**config.mk**
```make
export PLATFORM = sky130hd
export DESIGN_NAME = exp_golomb_bit_writer_unit_flat
export DESIGN_NICKNAME = d
export VERILOG_FILES = /design/src/rtl/core/egw_pkg.sv /design/src/rtl/core/egw_cmd_if.sv /design/src/rtl/core/egw_byte_if.sv /design/src/rtl/core/exp_golomb_bit_writer_unit.sv /design/src/rtl/core/egw_front.sv /design/src/rtl/core/egw_queue.sv /design/src/rtl/core/egw_back.sv /design/src/flat_wrapper.sv
export SDC_FILE = /design/constraint.sdc
export NUM_CORES = 1
export LEC_CHECK = 0
export BUFFER_PORTS_ARGS = -buffer_cell sky130_fd_sc_hd__buf_2
export CAP_MARGIN = 15
export CORE_ASPECT_RATIO = 1.25
export CORE_MARGIN = 8
export CORE_UTILIZATION = 35
export CTS_CLUSTER_DIAMETER = 80
export DETAILED_ROUTE_END_ITERATION = 10
export GPL_ROUTABILITY_DRIVEN = 0
export PLACE_DENSITY = 0.49
export SLEW_MARGIN = 20
export SYNTH_ARGS = -nofsm -noshare
export SYNTH_HDL_FRONTEND = slang
export SYNTH_SLANG_ARGS = --single-unit
```
**constraint.sdc**
```tcl
create_clock -name clk -period 8.4 [get_ports clk]
set_input_delay 1.68 -clock clk [delete_from_list [all_inputs] [get_ports clk]]
set_output_delay 1.68 -clock clk [all_outputs]
set_load 0.01 [all_outputs]
```
**src/rtl/core/egw_pkg.sv**
```systemverilog
// Shared types and constants of the Exp-Golomb bit writer.
`default_nettype none

package egw_pkg;

    typedef logic [2:0]  egw_kind_t;
    typedef logic [5:0]  egw_count_t;
    typedef logic [7:0]  egw_byte_t;
    typedef logic [15:0] egw_total_t;

    localparam egw_kind_t KIND_FIXED   = 3'd0;
    localparam egw_kind_t KIND_UE      = 3'd1;
    localparam egw_kind_t KIND_SE      = 3'd2;
    localparam egw_kind_t KIND_TRAIL   = 3'd3;
    localparam egw_kind_t KIND_RESTART = 3'd4;

    localparam int CMD_VALUE_W  = 32;
    localparam int TOTAL_W      = 16;
    localparam int QUEUE_DEPTH  = 2;
    localparam egw_total_t TOTAL_MAX = 16'hFFFF;

    // Operation that the front hands to the packer.
    typedef enum logic [1:0] {
        OP_DATA,
        OP_TRAIL,
        OP_RESTART
    } egw_op_t;

endpackage

`default_nettype wire

```
**src/rtl/core/egw_cmd_if.sv**
```systemverilog
// Command channel: one item is one writer command.
`default_nettype none

interface egw_cmd_if;
    import egw_pkg::*;

    logic       valid;
    logic       ready;
    egw_kind_t  kind;
    logic [CMD_VALUE_W-1:0] value;
    egw_count_t bit_count;

    modport source (output valid, output kind, output value, output bit_count, input ready);
    modport sink   (input valid, input kind, input value, input bit_count, output ready);

endinterface

`default_nettype wire

```
**src/rtl/core/egw_byte_if.sv**
```systemverilog
// Byte channel: one item is one finished stream byte.
`default_nettype none

interface egw_byte_if;
    import egw_pkg::*;

    logic       valid;
    logic       ready;
    egw_byte_t  out_byte;
    logic       last;
    egw_total_t total_bits;

    modport source (output valid, output out_byte, output last, output total_bits, input ready);
    modport sink   (input valid, input out_byte, input last, input total_bits, output ready);

endinterface

`default_nettype wire

```
**src/rtl/core/exp_golomb_bit_writer_unit.sv**
```systemverilog
// Exp-Golomb bit writer: H.264 header bit packer built from front end, queue and packer.
//
// Channel cmd takes one command per item: kind selects fixed bits, ue(v), se(v),
// trailing bits or a stream restart; value is the operand and bit_count the
// number of low bits for fixed writes. Channel res gives one finished stream
// byte per item, first bit in bit 7; last marks the final byte of a command
// and total_bits holds the saturating bit count after that whole command.
// A command that completes no byte gives no item; unknown kinds are dropped.
// The front end needs two register stages to form the code word and its
// length, then the command waits in a two-entry queue. The first byte passes
// through stage one, stage two, the queue, the packer window and the output
// register. The packer loads one command, then completes its bytes one by
// one and takes no new command until it has passed on the last. The front end
// keeps accepting while the packer drains bytes, until the queue is full.
// A stalled receiver holds the byte in the output register; the packer and
// then the front end stop behind it without losing state. Reset clears the
// pending bits, the bit count and all valid flags.
`default_nettype none

module exp_golomb_bit_writer_unit #(
    parameter int VALUE_BITS = 32
) (
    input  logic       clk,
    input  logic       rst_n,
    egw_cmd_if.sink    cmd,
    egw_byte_if.source res
);
    import egw_pkg::*;

    localparam int SW = 2 * VALUE_BITS;
    localparam int LW = $clog2(SW);

    logic          f_valid;
    logic          f_ready;
    egw_op_t       f_op;
    logic [SW-1:0] f_s;
    logic [LW-1:0] f_len;
    logic          b_valid;
    logic          b_ready;
    egw_op_t       b_op;
    logic [SW-1:0] b_s;
    logic [LW-1:0] b_len;

    egw_front #(.VALUE_BITS(VALUE_BITS)) u_front (
        .clk     (clk),
        .rst_n   (rst_n),
        .cmd     (cmd),
        .q_valid (f_valid),
        .q_ready (f_ready),
        .q_op    (f_op),
        .q_s     (f_s),
        .q_len   (f_len)
    );

    egw_queue #(.VALUE_BITS(VALUE_BITS)) u_queue (
        .clk       (clk),
        .rst_n     (rst_n),
        .in_valid  (f_valid),
        .in_ready  (f_ready),
        .in_op     (f_op),
        .in_s      (f_s),
        .in_len    (f_len),
        .out_valid (b_valid),
        .out_ready (b_ready),
        .out_op    (b_op),
        .out_s     (b_s),
        .out_len   (b_len)
    );

    egw_back #(.VALUE_BITS(VALUE_BITS)) u_back (
        .clk     (clk),
        .rst_n   (rst_n),
        .q_valid (b_valid),
        .q_ready (b_ready),
        .q_op    (b_op),
        .q_s     (b_s),
        .q_len   (b_len),
        .res     (res)
    );

endmodule

`default_nettype wire

```
**src/rtl/core/egw_front.sv**
```systemverilog
// Command front end: forms the code word and its length, left-aligns it.
`default_nettype none

module egw_front #(
    parameter int VALUE_BITS = 32
) (
    input  logic                                 clk,
    input  logic                                 rst_n,
    egw_cmd_if.sink                              cmd,
    output logic                                 q_valid,
    input  logic                                 q_ready,
    output egw_pkg::egw_op_t                     q_op,
    output logic [2*VALUE_BITS-1:0]              q_s,
    output logic [$clog2(2*VALUE_BITS)-1:0]      q_len
);
    import egw_pkg::*;

    localparam int SW  = 2 * VALUE_BITS;
    localparam int LW  = $clog2(SW);
    localparam int SHW = LW + 1;

    logic [VALUE_BITS-1:0] u;
    logic [5:0]            cnt_clip;
    logic [VALUE_BITS-1:0] fix_code;
    logic [VALUE_BITS-1:0] ue_code;
    logic [VALUE_BITS-1:0] se_dbl;
    logic [VALUE_BITS-1:0] se_code;
    logic                  keep;
    egw_op_t               op_c;
    logic [VALUE_BITS-1:0] code_c;
    logic                  fix_c;
    logic [LW-1:0]         fl_c;

    logic                  v1_reg, v1_next;
    egw_op_t               op1_reg, op1_next;
    logic [VALUE_BITS-1:0] code1_reg, code1_next;
    logic                  fix1_reg, fix1_next;
    logic [LW-1:0]         fl1_reg, fl1_next;

    logic                  v2_reg, v2_next;
    egw_op_t               op2_reg, op2_next;
    logic [VALUE_BITS-1:0] code2_reg, code2_next;
    logic [LW-1:0]         len2_reg, len2_next;

    logic                  adv1;
    logic                  adv2;
    logic [LW-1:0]         blen;
    logic [LW-1:0]         len_c;

    assign adv2      = !v2_reg || q_ready;
    assign adv1      = !v1_reg || adv2;
    assign cmd.ready = adv1;

    // Stage one: value of the code word (code number plus one, or the masked fixed bits).
    always_comb
    begin
        u        = cmd.value[VALUE_BITS-1:0];
        cnt_clip = (cmd.bit_count > 6'(VALUE_BITS)) ? 6'(VALUE_BITS) : cmd.bit_count;
        fix_code = u & ~({VALUE_BITS{1'b1}} << cnt_clip);
        ue_code  = u + VALUE_BITS'(1);
        se_dbl   = u << 1;
        // Negative values and zero map to 1 - 2v, positive ones to 2v.
        se_code  = (u[VALUE_BITS-1] || (u == '0)) ? (VALUE_BITS'(1) - se_dbl) : se_dbl;
        keep     = 1'b1;
        op_c     = OP_DATA;
        code_c   = '0;
        fix_c    = 1'b0;
        fl_c     = '0;
        case (cmd.kind)
            KIND_FIXED:
            begin
                code_c = fix_code;
                fix_c  = 1'b1;
                fl_c   = LW'(cnt_clip);
            end
            KIND_UE:      code_c = ue_code;
            KIND_SE:      code_c = se_code;
            KIND_TRAIL:   op_c   = OP_TRAIL;
            KIND_RESTART: op_c   = OP_RESTART;
            default:      keep   = 1'b0;
        endcase
    end

    always_comb
    begin
        v1_next    = v1_reg;
        op1_next   = op1_reg;
        code1_next = code1_reg;
        fix1_next  = fix1_reg;
        fl1_next   = fl1_reg;
        if (adv1)
        begin
            v1_next    = cmd.valid && keep;
            op1_next   = op_c;
            code1_next = code_c;
            fix1_next  = fix_c;
            fl1_next   = fl_c;
        end
    end

    // Stage two: bit length of the code, then the written length.
    always_comb
    begin
        blen = '0;
        for (int i = 0; i < VALUE_BITS; i++)
        begin
            if (code1_reg[i])
            begin
                blen = LW'(i + 1);
            end
        end
        if (fix1_reg)
        begin
            len_c = fl1_reg;
        end
        else if (blen == '0)
        begin
            len_c = '0;
        end
        else
        begin
            len_c = LW'({blen, 1'b0} - SHW'(1));
        end
    end

    always_comb
    begin
        v2_next    = v2_reg;
        op2_next   = op2_reg;
        code2_next = code2_reg;
        len2_next  = len2_reg;
        if (adv2)
        begin
            v2_next    = v1_reg;
            op2_next   = op1_reg;
            code2_next = code1_reg;
            len2_next  = len_c;
        end
    end

    always_ff @(posedge clk or negedge rst_n)
    begin
        if (!rst_n)
        begin
            v1_reg <= 1'b0;
            v2_reg <= 1'b0;
        end
        else
        begin
            v1_reg <= v1_next;
            v2_reg <= v2_next;
        end
    end

    always_ff @(posedge clk)
    begin
        op1_reg   <= op1_next;
        code1_reg <= code1_next;
        fix1_reg  <= fix1_next;
        fl1_reg   <= fl1_next;
        op2_reg   <= op2_next;
        code2_reg <= code2_next;
        len2_reg  <= len2_next;
    end

    // The leading zeros of an Exp-Golomb code come for free from left alignment.
    assign q_valid = v2_reg;
    assign q_op    = op2_reg;
    assign q_len   = len2_reg;
    assign q_s     = SW'(code2_reg) << (SHW'(SW) - SHW'(len2_reg));

endmodule

`default_nettype wire

```
**src/rtl/core/egw_queue.sv**
```systemverilog
// Two-entry queue between the front end and the bit packer.
`default_nettype none

module egw_queue #(
    parameter int VALUE_BITS = 32
) (
    input  logic                                 clk,
    input  logic                                 rst_n,
    input  logic                                 in_valid,
    output logic                                 in_ready,
    input  egw_pkg::egw_op_t                     in_op,
    input  logic [2*VALUE_BITS-1:0]              in_s,
    input  logic [$clog2(2*VALUE_BITS)-1:0]      in_len,
    output logic                                 out_valid,
    input  logic                                 out_ready,
    output egw_pkg::egw_op_t                     out_op,
    output logic [2*VALUE_BITS-1:0]              out_s,
    output logic [$clog2(2*VALUE_BITS)-1:0]      out_len
);
    import egw_pkg::*;

    localparam int SW = 2 * VALUE_BITS;
    localparam int LW = $clog2(SW);
    localparam int PW = $clog2(QUEUE_DEPTH);
    localparam int CW = $clog2(QUEUE_DEPTH + 1);

    egw_op_t       ent_op  [QUEUE_DEPTH];
    logic [SW-1:0] ent_s   [QUEUE_DEPTH];
    logic [LW-1:0] ent_len [QUEUE_DEPTH];

    logic [PW-1:0] wp_reg, wp_next;
    logic [PW-1:0] rp_reg, rp_next;
    logic [CW-1:0] cnt_reg, cnt_next;
    logic          push;
    logic          pop;

    assign in_ready  = (cnt_reg != CW'(QUEUE_DEPTH));
    assign out_valid = (cnt_reg != '0);
    assign push      = in_valid && in_ready;
    assign pop       = out_valid && out_ready;
    assign out_op    = ent_op[rp_reg];
    assign out_s     = ent_s[rp_reg];
    assign out_len   = ent_len[rp_reg];

    always_comb
    begin
        wp_next  = wp_reg;
        rp_next  = rp_reg;
        cnt_next = cnt_reg;
        if (push)
        begin
            wp_next = (wp_reg == PW'(QUEUE_DEPTH - 1)) ? '0 : wp_reg + PW'(1);
        end
        if (pop)
        begin
            rp_next = (rp_reg == PW'(QUEUE_DEPTH - 1)) ? '0 : rp_reg + PW'(1);
        end
        if (push && !pop)
        begin
            cnt_next = cnt_reg + CW'(1);
        end
        else if (pop && !push)
        begin
            cnt_next = cnt_reg - CW'(1);
        end
    end

    always_ff @(posedge clk or negedge rst_n)
    begin
        if (!rst_n)
        begin
            wp_reg  <= '0;
            rp_reg  <= '0;
            cnt_reg <= '0;
        end
        else
        begin
            wp_reg  <= wp_next;
            rp_reg  <= rp_next;
            cnt_reg <= cnt_next;
        end
    end

    always_ff @(posedge clk)
    begin
        if (push)
        begin
            ent_op[wp_reg]  <= in_op;
            ent_s[wp_reg]   <= in_s;
            ent_len[wp_reg] <= in_len;
        end
    end

endmodule

`default_nettype wire

```
**src/rtl/core/egw_back.sv**
```systemverilog
// Bit packer: merges code words with the pending bits and emits bytes.
`default_nettype none

module egw_back #(
    parameter int VALUE_BITS = 32
) (
    input  logic                                 clk,
    input  logic                                 rst_n,
    input  logic                                 q_valid,
    output logic                                 q_ready,
    input  egw_pkg::egw_op_t                     q_op,
    input  logic [2*VALUE_BITS-1:0]              q_s,
    input  logic [$clog2(2*VALUE_BITS)-1:0]      q_len,
    egw_byte_if.source                           res
);
    import egw_pkg::*;

    localparam int SW = 2 * VALUE_BITS;
    localparam int LW = $clog2(SW);
    localparam int WW = SW + 8;
    localparam int NW = $clog2(WW);

    logic               busy_reg, busy_next;
    logic [WW-1:0]      win_reg, win_next;
    logic [NW-1:0]      n_reg, n_next;
    logic [6:0]         pb_reg, pb_next;
    logic [2:0]         pc_reg, pc_next;
    egw_total_t         total_reg, total_next;
    logic               ov_reg, ov_next;
    egw_byte_t          ob_reg, ob_next;
    logic               olast_reg, olast_next;
    egw_total_t         otot_reg, otot_next;

    logic               slot_free;
    logic               load;
    logic               push;
    logic [SW-1:0]      s_eff;
    logic [LW-1:0]      len_eff;
    logic [WW-1:0]      win_load;
    logic [NW-1:0]      n_load;
    logic [WW-1:0]      win_shift;
    logic [NW-1:0]      n_shift;
    logic               is_last;
    logic [WW-1:0]      src_w;
    logic [2:0]         src_n;
    logic [6:0]         pb_new;
    logic [TOTAL_W:0]   total_sum;

    assign slot_free = !ov_reg || res.ready;
    assign q_ready   = !busy_reg;
    assign load      = q_valid && !busy_reg;
    assign push      = busy_reg && slot_free;

    always_comb
    begin
        if (q_op == OP_TRAIL)
        begin
            s_eff   = {1'b1, {(SW-1){1'b0}}};
            len_eff = LW'(4'd8 - {1'b0, pc_reg});
        end
        else
        begin
            s_eff   = q_s;
            len_eff = q_len;
        end
        // Pending bits go on top, the new code word right below them.
        win_load  = ({pb_reg, {(WW-7){1'b0}}} << (3'd7 - pc_reg))
                  | ({s_eff, 8'h00} >> pc_reg);
        n_load    = NW'(pc_reg) + NW'(len_eff);
        win_shift = win_reg << 8;
        n_shift   = n_reg - NW'(8);
        is_last   = (n_reg < NW'(16));
        src_w     = busy_reg ? win_shift : win_load;
        src_n     = busy_reg ? n_shift[2:0] : n_load[2:0];
        pb_new    = src_w[WW-1 -: 7] >> (3'd7 - src_n);
        total_sum = (TOTAL_W+1)'(total_reg) + (TOTAL_W+1)'(len_eff);
    end

    always_comb
    begin
        busy_next  = busy_reg;
        win_next   = win_reg;
        n_next     = n_reg;
        pb_next    = pb_reg;
        pc_next    = pc_reg;
        total_next = total_reg;
        ov_next    = ov_reg;
        ob_next    = ob_reg;
        olast_next = olast_reg;
        otot_next  = otot_reg;

        if (load)
        begin
            case (q_op)
                OP_RESTART:
                begin
                    pb_next    = '0;
                    pc_next    = '0;
                    total_next = '0;
                end
                OP_DATA, OP_TRAIL:
                begin
                    total_next = total_sum[TOTAL_W] ? TOTAL_MAX : total_sum[TOTAL_W-1:0];
                    if (n_load >= NW'(8))
                    begin
                        busy_next = 1'b1;
                        win_next  = win_load;
                        n_next    = n_load;
                    end
                    else
                    begin
                        pb_next = pb_new;
                        pc_next = n_load[2:0];
                    end
                end
                default:
                begin
                    busy_next = busy_reg;
                end
            endcase
        end

        if (push)
        begin
            ov_next    = 1'b1;
            ob_next    = win_reg[WW-1 -: 8];
            olast_next = is_last;
            otot_next  = total_reg;
            win_next   = win_shift;
            n_next     = n_shift;
            if (is_last)
            begin
                busy_next = 1'b0;
                pb_next   = pb_new;
                pc_next   = n_shift[2:0];
            end
        end
        else if (res.ready)
        begin
            ov_next = 1'b0;
        end
    end

    always_ff @(posedge clk or negedge rst_n)
    begin
        if (!rst_n)
        begin
            busy_reg  <= 1'b0;
            pb_reg    <= '0;
            pc_reg    <= '0;
            total_reg <= '0;
            ov_reg    <= 1'b0;
        end
        else
        begin
            busy_reg  <= busy_next;
            pb_reg    <= pb_next;
            pc_reg    <= pc_next;
            total_reg <= total_next;
            ov_reg    <= ov_next;
        end
    end

    always_ff @(posedge clk)
    begin
        win_reg   <= win_next;
        n_reg     <= n_next;
        ob_reg    <= ob_next;
        olast_reg <= olast_next;
        otot_reg  <= otot_next;
    end

    assign res.valid      = ov_reg;
    assign res.out_byte   = ob_reg;
    assign res.last       = olast_reg;
    assign res.total_bits = otot_reg;

endmodule

`default_nettype wire

```
**src/flat_wrapper.sv**
```systemverilog
// flat-port wrapper written by rule: the top's interface ports become plain ports
module exp_golomb_bit_writer_unit_flat import egw_pkg::*;
#(
    parameter int VALUE_BITS = 32
)
  (clk, rst_n, cmd_valid, cmd_kind, cmd_value, cmd_bit_count, cmd_ready, res_valid, res_out_byte, res_last, res_total_bits, res_ready);
  egw_cmd_if cmd_i ();
  egw_byte_if res_i ();
  input  logic clk;
  input  logic rst_n;
  input wire logic [$bits(cmd_i.valid)-1:0] cmd_valid;
  input wire logic [$bits(cmd_i.kind)-1:0] cmd_kind;
  input wire logic [$bits(cmd_i.value)-1:0] cmd_value;
  input wire logic [$bits(cmd_i.bit_count)-1:0] cmd_bit_count;
  output wire logic [$bits(cmd_i.ready)-1:0] cmd_ready;
  output wire logic [$bits(res_i.valid)-1:0] res_valid;
  output wire logic [$bits(res_i.out_byte)-1:0] res_out_byte;
  output wire logic [$bits(res_i.last)-1:0] res_last;
  output wire logic [$bits(res_i.total_bits)-1:0] res_total_bits;
  input wire logic [$bits(res_i.ready)-1:0] res_ready;
  assign cmd_i.valid = cmd_valid;
  assign cmd_i.kind = cmd_kind;
  assign cmd_i.value = cmd_value;
  assign cmd_i.bit_count = cmd_bit_count;
  assign cmd_ready = cmd_i.ready;
  assign res_valid = res_i.valid;
  assign res_out_byte = res_i.out_byte;
  assign res_last = res_i.last;
  assign res_total_bits = res_i.total_bits;
  assign res_i.ready = res_ready;
  exp_golomb_bit_writer_unit #(.VALUE_BITS(VALUE_BITS)) u_core (.clk(clk), .rst_n(rst_n), .cmd(cmd_i), .res(res_i));
endmodule
```
==> out/qor.txt, run 1 <==
RUN STATUS
----------------------------------------------------------------------------------------
Run status                                                                  complete, no violations

PLACE
----------------------------------------------------------------------------------------
Total half-perimeter wirelength after legalization and detailed placement       44500 µm
Count of port buffers added during placement                                          71
Worst setup slack before clock tree synthesis                                    3.14 ns

CLOCKING
----------------------------------------------------------------------------------------
CTS Sinks                                                                            362
Number of buffers created by CTS                                                      39
Clock tree from TritonCTS                                                          built
Maximum buffer depth of the clock tree                                                 3
Postcts setup bufs                                                                     0
Number of levels in the clock H-tree                                                   2
Clock Pin Slew Worst Setup and Hold Paths                                        0.06 ns
Cell at the root of the clock tree                                             clkbuf_16
Cts hold-fix bufs                                                                      0
Cells resized by post-CTS repair                                                       0
Worst-Skew Late Latency                                                          0.58 ns

FINISH
----------------------------------------------------------------------------------------
Ratio of cells with drive above 1 in the final layout                              15.8%
Number of nets in the layout                                                        2108
Synthesis-to-finish area growth                                                    10.8%
Flip-flop count of the largest register, all copies and words added                  128
Ant diodes                                                                             0

CRITICAL PATH
----------------------------------------------------------------------------------------
Arr. time, crit path                                                             5.43 ns
Critical path required time                                                      8.61 ns
CP Class                                                                    flop to flop
FF-to-FF End                                                                u_core.u_back.win_reg[9]$_DFFE_PP_
R2R setup slack                                                                  3.17 ns
Origin of the critical flop-to-flop path                                    u_core.u_queue.rp_reg$_DFFE_PN0P_
Worst Setup End Kind                                                                flop
Crit path max fanout                                                                  96
Number of cells on the worst reg-to-reg path                                          12
Kind of launch point of the worst setup path                                        flop

DRT
----------------------------------------------------------------------------------------
Post-DR vias/cell                                                                   5.62
Total wire length                                                               60600 µm
Count of routing violations after the opening detailed-route iteration              1224
Via count                                                                          16300
Count of TritonRoute iterations in the first routing pass                              5
Drt drc                                                                                0
Residual antenna-violating net count after detailed routing                            0
Detailed-route wire length per cell                                              20.9 µm

STA
----------------------------------------------------------------------------------------
Final Hold Violating Endpoints                                                         0
Min cycle time layout                                                            5.23 ns
Fmax achieved                                                                    191 MHz
Total negative slack for setup checks                                               0 ns
Slew margin rel.                                                                   26.7%
Setup repair after global routing missed its margin                                false
Total count of max-transition violations in the final report                           0
Worst-case clock skew                                                          0.0370 ns
Final setup violation count                                                            0
Least-Margin Pin Slew                                                            1.10 ns
Hold Slack                                                                      0.419 ns
Part of the cycle the worst path needs                                             62.2%
Worst setup slack after layout                                                   3.17 ns

FLOORPLAN
----------------------------------------------------------------------------------------
Starting Density                                                                   35.2%
Row Count                                                                            102
Die X-Extent                                                                      239 µm
Vertical extent of the die                                                        294 µm
Die area                                                                       70300 µm²
Core Box Area                                                                  61600 µm²
IO Count                                                                              72

POWER AND IR DROP
----------------------------------------------------------------------------------------
Leakage power of the design                                                   0.00868 µW
Pwr Density                                                                   419 nW/µm²
Peak supply drop                                                                0.233 mV

GRT
----------------------------------------------------------------------------------------
Vias in the first global route                                                     16300
Total routing resource utilization after global routing                            17.0%
Pin count of the biggest net entering global routing                                  97
Global-route wire length before repair                                          95100 µm
Initial antenna violation count                                                        0
Global route overflow                                                                  0

MIN PATH
----------------------------------------------------------------------------------------
Hold-critical path endpoint                                                 u_core.u_front.q_op[1]$_DFFE_PP_
Hold Crit Start                                                             u_core.u_front.op1_reg[1]$_SDFFCE_PN0P_
Worst hold path cell count                                                             0
Hold WC Path Type                                                           flop to flop

SYNTHESIS
----------------------------------------------------------------------------------------
Register area share after synthesis                                                49.0%
Area share of the leading cell type in the synthesized netlist                     44.4%
Number of enable-type register cells in the synthesized netlist                      321
Cell type with the largest total area after synthesis                           edfxtp_1
Post-Syn Instances                                                                  2053
Main area contributors after synthesis                                      edfxtp_1, mux4_2, nand2_1
Yosys warns                                                                            0
Total of flip-flops plus latches after synthesis                                     362
Share of flip-flops with an asynchronous set or reset after synthesis              9.39%
Most used DFF post-synth                                                        edfxtp_1
Synth Net Count                                                                     2117
Distinct cells, synth                                                                 90
Syn avg cell area                                                               10.6 µm²
Netlist Area Pre-Place                                                         21700 µm²

FLOW RUN
----------------------------------------------------------------------------------------
Max_cap viols                                                                          0

critical path: stages, from the launching register on:
cell and delay (ns):
dfrtp_4 0.64, or3b_1 0.49, nand2_2 0.08, buf_4 0.65
o21ai_0 0.44, ha_1 0.39, a21o_1 0.19, a21oi_1 0.30
nand3_1 0.21, o211ai_4 0.20, buf_4 0.57, nand2_2 0.20
buf_4 0.41
kinds of logic after synthesis:
logic type / Yosys count / synth area share, %
AND/OR/NAND/NOR: 693 / 14.7
adder cells (fa/ha/maj): 19 / 1.16
buffers and inverters: 194 / 3.73
flip-flops: 362 / 49.0
multiplexers: 183 / 13.8
AO/OA/AOI/OAI: 540 / 15.1
XOR/XNOR: 62 / 2.50
layout by cell type, fill, tap and decap left out, types with 9 or more instances in the layout:
cell	instances
ha_1	17
nand4_1	11
mux2i_1	70
a32oi_1	9
clkinv_2	10
nand3_1	40
nor2b_1	12
buf_4	31
a21o_1	14
inv_1	36
nor4_1	21
o21ai_0	163
edfxtp_1	321
xor2_1	34
a211oi_1	11
clkbuf_16	39
mux4_2	91
nor2_1	159
o21ai_1	14
nand2_1	267
a31oi_1	15
o22ai_1	30
a21oi_1	173
and3_1	14
buf_2	71
mux2_2	22
xnor2_1	24
nand2b_1	12
or3_1	9
dfrtp_1	30
nor3_1	91
o31ai_1	15
through the flow:
stage / cells / area (µm²) / total power, µW / utilization [%]
after floorplan: 2053 / 21700 / 6820 / -
after global placement: 2834 / 22800 / 8360 / 36.9
after detailed placement: 2834 / 22800 / 8410 / 36.9
after CTS: 2905 / 24000 / 10100 / 39.0
after global routing: 2906 / 24100 / 10700 / 39.0
final: 2906 / 24100 / 10100 / 39.0
metal layers:
layer,up-vias,part of all wire [%],track usage [%]
li1,7750,-,-
met3,118,4.2,2.17
met4,0,4.4,7.53
met2,474,50,29.1
met5,-,0,0
met1,7996,42,21.2
power breakdown:
group	internal (µW)	switching, µW	leakage (µW)
Combinational	1790	3230	0.00432
Sequential	2960	408	0.00374
Clock	957	736	0.000613
layout make-up:
| type | count | area [µm²] |
|---|---|---|
| fillers | 6001 | 37600 |
| flip-flops and latches | 362 | 10600 |
| multi-input cells | 1497 | 10300 |
| well taps | 832 | 1040 |
| clock buffers | 44 | 995 |
| repair buffers | 104 | 611 |
| clock inverters | 27 | 265 |
| inverters | 40 | 151 |
worst max path at each step:
stage / to / cells after the start / startpoint
floorplan: u_core.u_back.n_reg[3]$_DFFE_PP_ / 15 / u_core.u_back.pc_reg[1]$_DFF_PN0_
global placement: u_core.u_back.win_reg[28]$_DFFE_PP_ / 12 / u_core.u_queue.rp_reg$_DFFE_PN0P_
detailed placement: u_core.u_back.win_reg[36]$_DFFE_PP_ / 12 / u_core.u_queue.rp_reg$_DFFE_PN0P_
CTS: u_core.u_back.win_reg[42]$_DFFE_PP_ / 12 / u_core.u_queue.rp_reg$_DFFE_PN0P_
global route: u_core.u_back.win_reg[25]$_DFFE_PP_ / 12 / u_core.u_queue.rp_reg$_DFFE_PN0P_
finish: u_core.u_back.win_reg[9]$_DFFE_PP_ / 12 / u_core.u_queue.rp_reg$_DFFE_PN0P_
cell usage after synthesis (15+ instances only):
| cell | number |
|---|---|
| ha_1 | 17 |
| xnor2_1 | 26 |
| inv_1 | 38 |
| clkbuf_1 | 104 |
| and3_1 | 15 |
| mux4_2 | 91 |
| o22ai_1 | 30 |
| dfrtp_1 | 34 |
| nand2_1 | 270 |
| nand3_1 | 40 |
| buf_2 | 32 |
| edfxtp_1 | 321 |
| xor2_1 | 36 |
| nor3_1 | 91 |
| o21ai_0 | 163 |
| a21oi_1 | 173 |
| a31oi_1 | 15 |
| mux2_2 | 22 |
| mux2i_1 | 70 |
| nor2_1 | 160 |
| o31ai_1 | 15 |
| nor4_1 | 21 |
Note: power is estimated with default switching activity, not from simulation.
==> inputs of run 2 (changes only) <==
==> constraint.sdc (replaced) <==
create_clock -name clk -period 5.45 [get_ports clk]
set_input_delay 1.09 -clock clk [delete_from_list [all_inputs] [get_ports clk]]
set_output_delay 1.09 -clock clk [all_outputs]
set_load 0.01 [all_outputs]
==> out/qor.txt, run 2 (same netlist as run 1, synthesis figures left out) <==
RUN STATUS
----------------------------------------------------------------------------------------
Run status                                                                  complete, no violations

CRITICAL PATH
----------------------------------------------------------------------------------------
Crit path from                                                              u_core.u_queue.rp_reg$_DFFE_PN0P_
CP Class                                                                    flop to flop
Kind of launch point of the worst setup path                                        flop
Origin of the critical flop-to-flop path                                    u_core.u_queue.rp_reg$_DFFE_PN0P_
CP max stage delay                                                               0.68 ns
Crit path max fanout                                                                  76
R2R setup slack                                                                  1.41 ns
Worst Setup End Kind                                                                flop
Crit-path cells                                                             or3b_1 > nand2_2 > o21ai_0 > ha_1 > a21o_1 > a21oi_1 > nand3_1 > o211ai_4 > buf_4 > o21ai_0
Arr. time, crit path                                                             4.30 ns
Cell at the slowest stage of the critical path                                   dfrtp_4
Critical path required time                                                      5.71 ns
Most repeated library cell on the critical path                                  o21ai_0

STA
----------------------------------------------------------------------------------------
Least-Margin Pin Slew                                                            1.11 ns
Final Hold Violating Endpoints                                                         0
Setup repair after global routing missed its margin                                false
Total count of max-transition violations in the final report                           0
Final setup violation count                                                            0
Worst-case clock skew                                                          0.0176 ns
Total negative slack for setup checks                                               0 ns
Slew margin rel.                                                                   25.6%
Fmax achieved                                                                    247 MHz
Min cycle time layout                                                            4.04 ns
Part of the cycle the worst path needs                                             74.2%

PLACE
----------------------------------------------------------------------------------------
Count of port buffers added during placement                                          71
Total half-perimeter wirelength after legalization and detailed placement       44400 µm
Total placed cells including tap cells                                              2834

FINISH
----------------------------------------------------------------------------------------
Ant diodes                                                                             0
Ratio of cells with drive above 1 in the final layout                              15.5%
Final cell count without fillers                                                    2901
Most common library cell in the layout ignoring fill and taps                   edfxtp_1
Synthesis-to-finish area growth                                                    10.8%
Most frequent cells in the layout                                           edfxtp_1, nand2_1, a21oi_1, o21ai_0, nor2_1
Flip-flop count of the largest register, all copies and words added                  128
Number of nets in the layout                                                        2106

DRT
----------------------------------------------------------------------------------------
Count of TritonRoute iterations in the first routing pass                              5
Total wire length                                                               60600 µm
Detailed-route wire length per cell                                              20.9 µm
Count of routing violations after the opening detailed-route iteration              1029
Post-DR vias/cell                                                                   5.66
Via count                                                                          16400
Drt drc                                                                                0
Residual antenna-violating net count after detailed routing                            0

FLOORPLAN
----------------------------------------------------------------------------------------
Starting Density                                                                   35.2%
IO Count                                                                              72
Vertical extent of the die                                                        294 µm
Die area                                                                       70300 µm²
Die X-Extent                                                                      239 µm
Core Box Area                                                                  61600 µm²
Row Count                                                                            102

POWER AND IR DROP
----------------------------------------------------------------------------------------
Peak supply drop                                                                0.511 mV
Pwr Density                                                                   645 nW/µm²
Leakage power of the design                                                   0.00867 µW

GRT
----------------------------------------------------------------------------------------
Total routing resource utilization after global routing                            17.1%
Pin count of the biggest net entering global routing                                  93
Global route overflow                                                                  0
Initial antenna violation count                                                        0
Global-route wire length before repair                                          95900 µm
Vias in the first global route                                                     16500

CLOCKING
----------------------------------------------------------------------------------------
CTS Sinks                                                                            362
Clock Pin Slew Worst Setup and Hold Paths                                        0.06 ns
Number of levels in the clock H-tree                                                   2
Clock tree from TritonCTS                                                          built
Cells resized by post-CTS repair                                                       0
Cts hold-fix bufs                                                                      0
Maximum buffer depth of the clock tree                                                 3
Worst-Skew Late Latency                                                          0.55 ns
Cell at the root of the clock tree                                             clkbuf_16
Number of buffers created by CTS                                                      38
Postcts setup bufs                                                                     0

MIN PATH
----------------------------------------------------------------------------------------
Hold Crit Start                                                             u_core.u_back.win_reg[70]$_DFFE_PP_
Hold WC Path Type                                                           flop to flop

FLOW RUN
----------------------------------------------------------------------------------------
Max_cap viols                                                                          0

-- run 2: metal layers --
metal / GRT usage, % / share of wire (%) / vias up
li1: - / - / 7756
met1: 20.5 / 40 / 8068
met2: 30.1 / 50 / 474
met3: 2.21 / 4.3 / 123
met4: 8.20 / 4.9 / 0
met5: 0 / 0 / -
-- run 2: stage by stage --
stage               instance area [µm²]  hold WS [ns]  setup WS [ns]  power, µW  util [%]
CTS                               24100         0.421           1.42      15600      39.0
global route                      24100         0.427           1.08      16600      39.0
detailed placement                22800         0.405           1.44      12900      37.0
floorplan                         21700         0.400          0.170      10500         -
finish                            24100         0.419           1.41      15500      39.0
global placement                  22800         0.401           1.58      12900      37.0
-- run 2: report_power, final --
group	internal, µW	total (µW)	switching (µW)
registers	4550	5180	632
logic	2790	7710	4920
clock network	1560	2630	1070
-- run 2: cell type report --
| class | count | area, µm² |
|---|---|---|
| fillers | 5995 | 37600 |
| flip-flops and latches | 362 | 10600 |
| multi-input cells | 1497 | 10300 |
| clock buffers | 54 | 1110 |
| well taps | 832 | 1040 |
| repair buffers | 103 | 624 |
| inverters | 40 | 151 |
| clock inverters | 13 | 144 |
-- run 2: final timing paths --
kind                                                                 to  cells past startpoint
worst max-delay path                u_core.u_back.win_reg[48]$_DFFE_PP_                     10
worst min-delay path            u_core.u_back.res.out_byte[6]$_DFFE_PP_                      0
worst max register to register      u_core.u_back.win_reg[48]$_DFFE_PP_                     10
worst min register to register  u_core.u_back.res.out_byte[6]$_DFFE_PP_                      0
max in group asynchronous             u_core.u_back.pc_reg[0]$_DFF_PN0_                      1
min in group asynchronous             u_core.u_front.v1_reg$_DFFE_PN0P_                      1
-- run 2: worst max-delay path: cells and delay by family, from the launching register on --
family	cells	cell delay, ns
buffers and inverters	1	0.60
DFF	1	0.68
adders and majority gates	1	0.36
and+or+nand+nor	3	0.55
AOI/OAI and AO/OA	5	1.51
==> inputs of run 3 (changes only) <==
--- a/config.mk
+++ b/config.mk
@@ -13,7 +13,7 @@
 export CTS_CLUSTER_DIAMETER = 80
 export DETAILED_ROUTE_END_ITERATION = 10
 export GPL_ROUTABILITY_DRIVEN = 0
-export PLACE_DENSITY = 0.49
+export PLACE_DENSITY = 0.51
 export SLEW_MARGIN = 20
 export SYNTH_ARGS = -nofsm -noshare
 export SYNTH_HDL_FRONTEND = slang
==> constraint.sdc (replaced) <==
create_clock -name clk -period 3.7 [get_ports clk]
set_input_delay 0.74 -clock clk [delete_from_list [all_inputs] [get_ports clk]]
set_output_delay 0.74 -clock clk [all_outputs]
set_load 0.01 [all_outputs]
==> out/qor.txt, run 3 (same netlist as run 1, synthesis figures left out) <==
RUN STATUS
----------------------------------------------------------------------------------------
Run status                                                                  complete, no violations

CRITICAL PATH
----------------------------------------------------------------------------------------
R2R setup slack                                                                  0.21 ns
Kind of launch point of the worst setup path                                        flop
Worst Setup End Kind                                                                flop
Arr. time, crit path                                                             3.94 ns
Most repeated library cell on the critical path                                  a21oi_1
Cell at the slowest stage of the critical path                                   dfrtp_4
Crit path max fanout                                                                  13
Number of cells on the worst reg-to-reg path                                          13
Crit-path cells                                                             or3b_1 > nand2_2 > o21ai_1 > ha_1 > fa_1 > a21o_1 > a21oi_1 > o21bai_1 > a21oi_1 > nor4_1 > buf_4 > a31o_2 > a22o_1
CP max stage delay                                                               0.47 ns
Critical path required time                                                      4.15 ns
FF-to-FF End                                                                u_core.u_back.total_reg[9]$_DFFE_PN0P_
Origin of the critical flop-to-flop path                                    u_core.u_queue.rp_reg$_DFFE_PN0P_
CP Class                                                                    flop to flop

DRT
----------------------------------------------------------------------------------------
Residual antenna-violating net count after detailed routing                            0
Count of TritonRoute iterations in the first routing pass                              6
Drt drc                                                                                0
Via count                                                                          16500
Count of routing violations after the opening detailed-route iteration              1246
Detailed-route wire length per cell                                              20.4 µm
Post-DR vias/cell                                                                   5.61
Total wire length                                                               60100 µm

MIN PATH
----------------------------------------------------------------------------------------
Hold WC Path Type                                                           primary input to asynchronous set/reset pin

FLOORPLAN
----------------------------------------------------------------------------------------
Vertical extent of the die                                                        294 µm
Die X-Extent                                                                      239 µm
Row Count                                                                            102
Core Box Area                                                                  61600 µm²
IO Count                                                                              72
Starting Density                                                                   35.2%
Die area                                                                       70300 µm²

PLACE
----------------------------------------------------------------------------------------
Total placed cells including tap cells                                              2870
Count of port buffers added during placement                                          71
Total half-perimeter wirelength after legalization and detailed placement       45100 µm

FINISH
----------------------------------------------------------------------------------------
Most common library cell in the layout ignoring fill and taps                   edfxtp_1
Ant diodes                                                                             0
Final cell count without fillers                                                    2941
Ratio of cells with drive above 1 in the final layout                              17.1%
Most frequent cells in the layout                                           edfxtp_1, nand2_1, a21oi_1, o21ai_0, nor2_1
Flip-flop count of the largest register, all copies and words added                  128
Number of nets in the layout                                                        2143
Synthesis-to-finish area growth                                                    12.7%

CLOCKING
----------------------------------------------------------------------------------------
Clock Pin Slew Worst Setup and Hold Paths                                        0.06 ns
Clock tree from TritonCTS                                                          built
Cells resized by post-CTS repair                                                       0
Worst-Skew Late Latency                                                          0.56 ns
Postcts setup bufs                                                                     0
CTS Sinks                                                                            362
Cell at the root of the clock tree                                             clkbuf_16
Number of buffers created by CTS                                                      39
Cts hold-fix bufs                                                                      0
Number of levels in the clock H-tree                                                   2
Maximum buffer depth of the clock tree                                                 3

STA
----------------------------------------------------------------------------------------
Final setup violation count                                                            0
Final Hold Violating Endpoints                                                         0
Least-Margin Pin Slew                                                            1.07 ns
Fmax achieved                                                                    286 MHz
Slew margin rel.                                                                   28.3%
Worst-case clock skew                                                          0.0183 ns
Min cycle time layout                                                            3.49 ns
Total count of max-transition violations in the final report                           0
Setup repair after global routing missed its margin                                false
Part of the cycle the worst path needs                                             94.4%
Total negative slack for setup checks                                               0 ns

POWER AND IR DROP
----------------------------------------------------------------------------------------
Leakage power of the design                                                   0.00890 µW
Peak supply drop                                                                0.545 mV
Pwr Density                                                                   957 nW/µm²

GRT
----------------------------------------------------------------------------------------
Global-route wire length before repair                                          94500 µm
Global route overflow                                                                  0
Vias in the first global route                                                     16700
Initial antenna violation count                                                        0
Pin count of the biggest net entering global routing                                  93
Total routing resource utilization after global routing                            16.8%

FLOW RUN
----------------------------------------------------------------------------------------
Max_cap viols                                                                          0

[run 3: power by group]
group,switching (µW),internal (µW)
sequential,853,6700
combinational,7410,4450
clock,1630,2370
total,9900,13500
[run 3: layer usage]
layer / global-route usage [%] / part of all wire [%]
met5: 0 / 0
met4: 8.28 / 5.0
met3: 2.25 / 3.6
met2: 29.6 / 50
met1: 20.1 / 41
[run 3: layout make-up]
class                           count  area [µm²]
Multi-Input combinational cell   1497       10400
Fill cell                        6016       37200
Inverter                           40         151
Sequential cell                   362       10600
Clock inverter                     22         228
Tap cell                          832        1040
Timing Repair Buffer              139         957
Clock buffer                       49        1090
[run 3: worst max-delay path: cells and delay by family, from the launching register on]
| kind | cells | cell delay (ns) |
|---|---|---|
| fa+ha+maj | 2 | 0.64 |
| simple gates | 3 | 0.67 |
| compound gates | 7 | 1.41 |
| flops | 1 | 0.47 |
| buf+inv | 1 | 0.19 |
[run 3: worst max path at each step]
stage                                            startpoint                                     end  slack (ns)  depth (start not counted)
after floorplan           u_core.u_queue.rp_reg$_DFFE_PN0P_        u_core.u_back.n_reg[3]$_DFFE_PP_       0.003                         15
after global placement    u_core.u_queue.rp_reg$_DFFE_PN0P_        u_core.u_back.n_reg[4]$_DFFE_PP_        0.32                         12
after detailed placement  u_core.u_queue.rp_reg$_DFFE_PN0P_  u_core.u_back.total_reg[9]$_DFFE_PN0P_        0.19                         13
after CTS                 u_core.u_queue.rp_reg$_DFFE_PN0P_       u_core.u_back.pb_reg[1]$_DFF_PN0_        0.18                         13
after global routing      u_core.u_queue.rp_reg$_DFFE_PN0P_     u_core.u_back.win_reg[69]$_DFFE_PP_        0.05                         11
final                     u_core.u_queue.rp_reg$_DFFE_PN0P_  u_core.u_back.total_reg[9]$_DFFE_PN0P_        0.21                         13
[run 3: metrics by stage]
stage / worst slack, ns / utilization (%) / hold WS, ns / cell area, µm² / total power (µW)
after global placement: 0.324 / 37.6 / 0.402 / 23100 / 19400
after global routing: 0.0492 / 39.7 / 0.332 / 24500 / 24900
after CTS: 0.175 / 39.7 / 0.298 / 24500 / 23600
after floorplan: 0.00292 / - / 0.400 / 21700 / 15500
final: 0.208 / 39.7 / 0.280 / 24500 / 23400
after detailed placement: 0.187 / 37.6 / 0.406 / 23100 / 19500
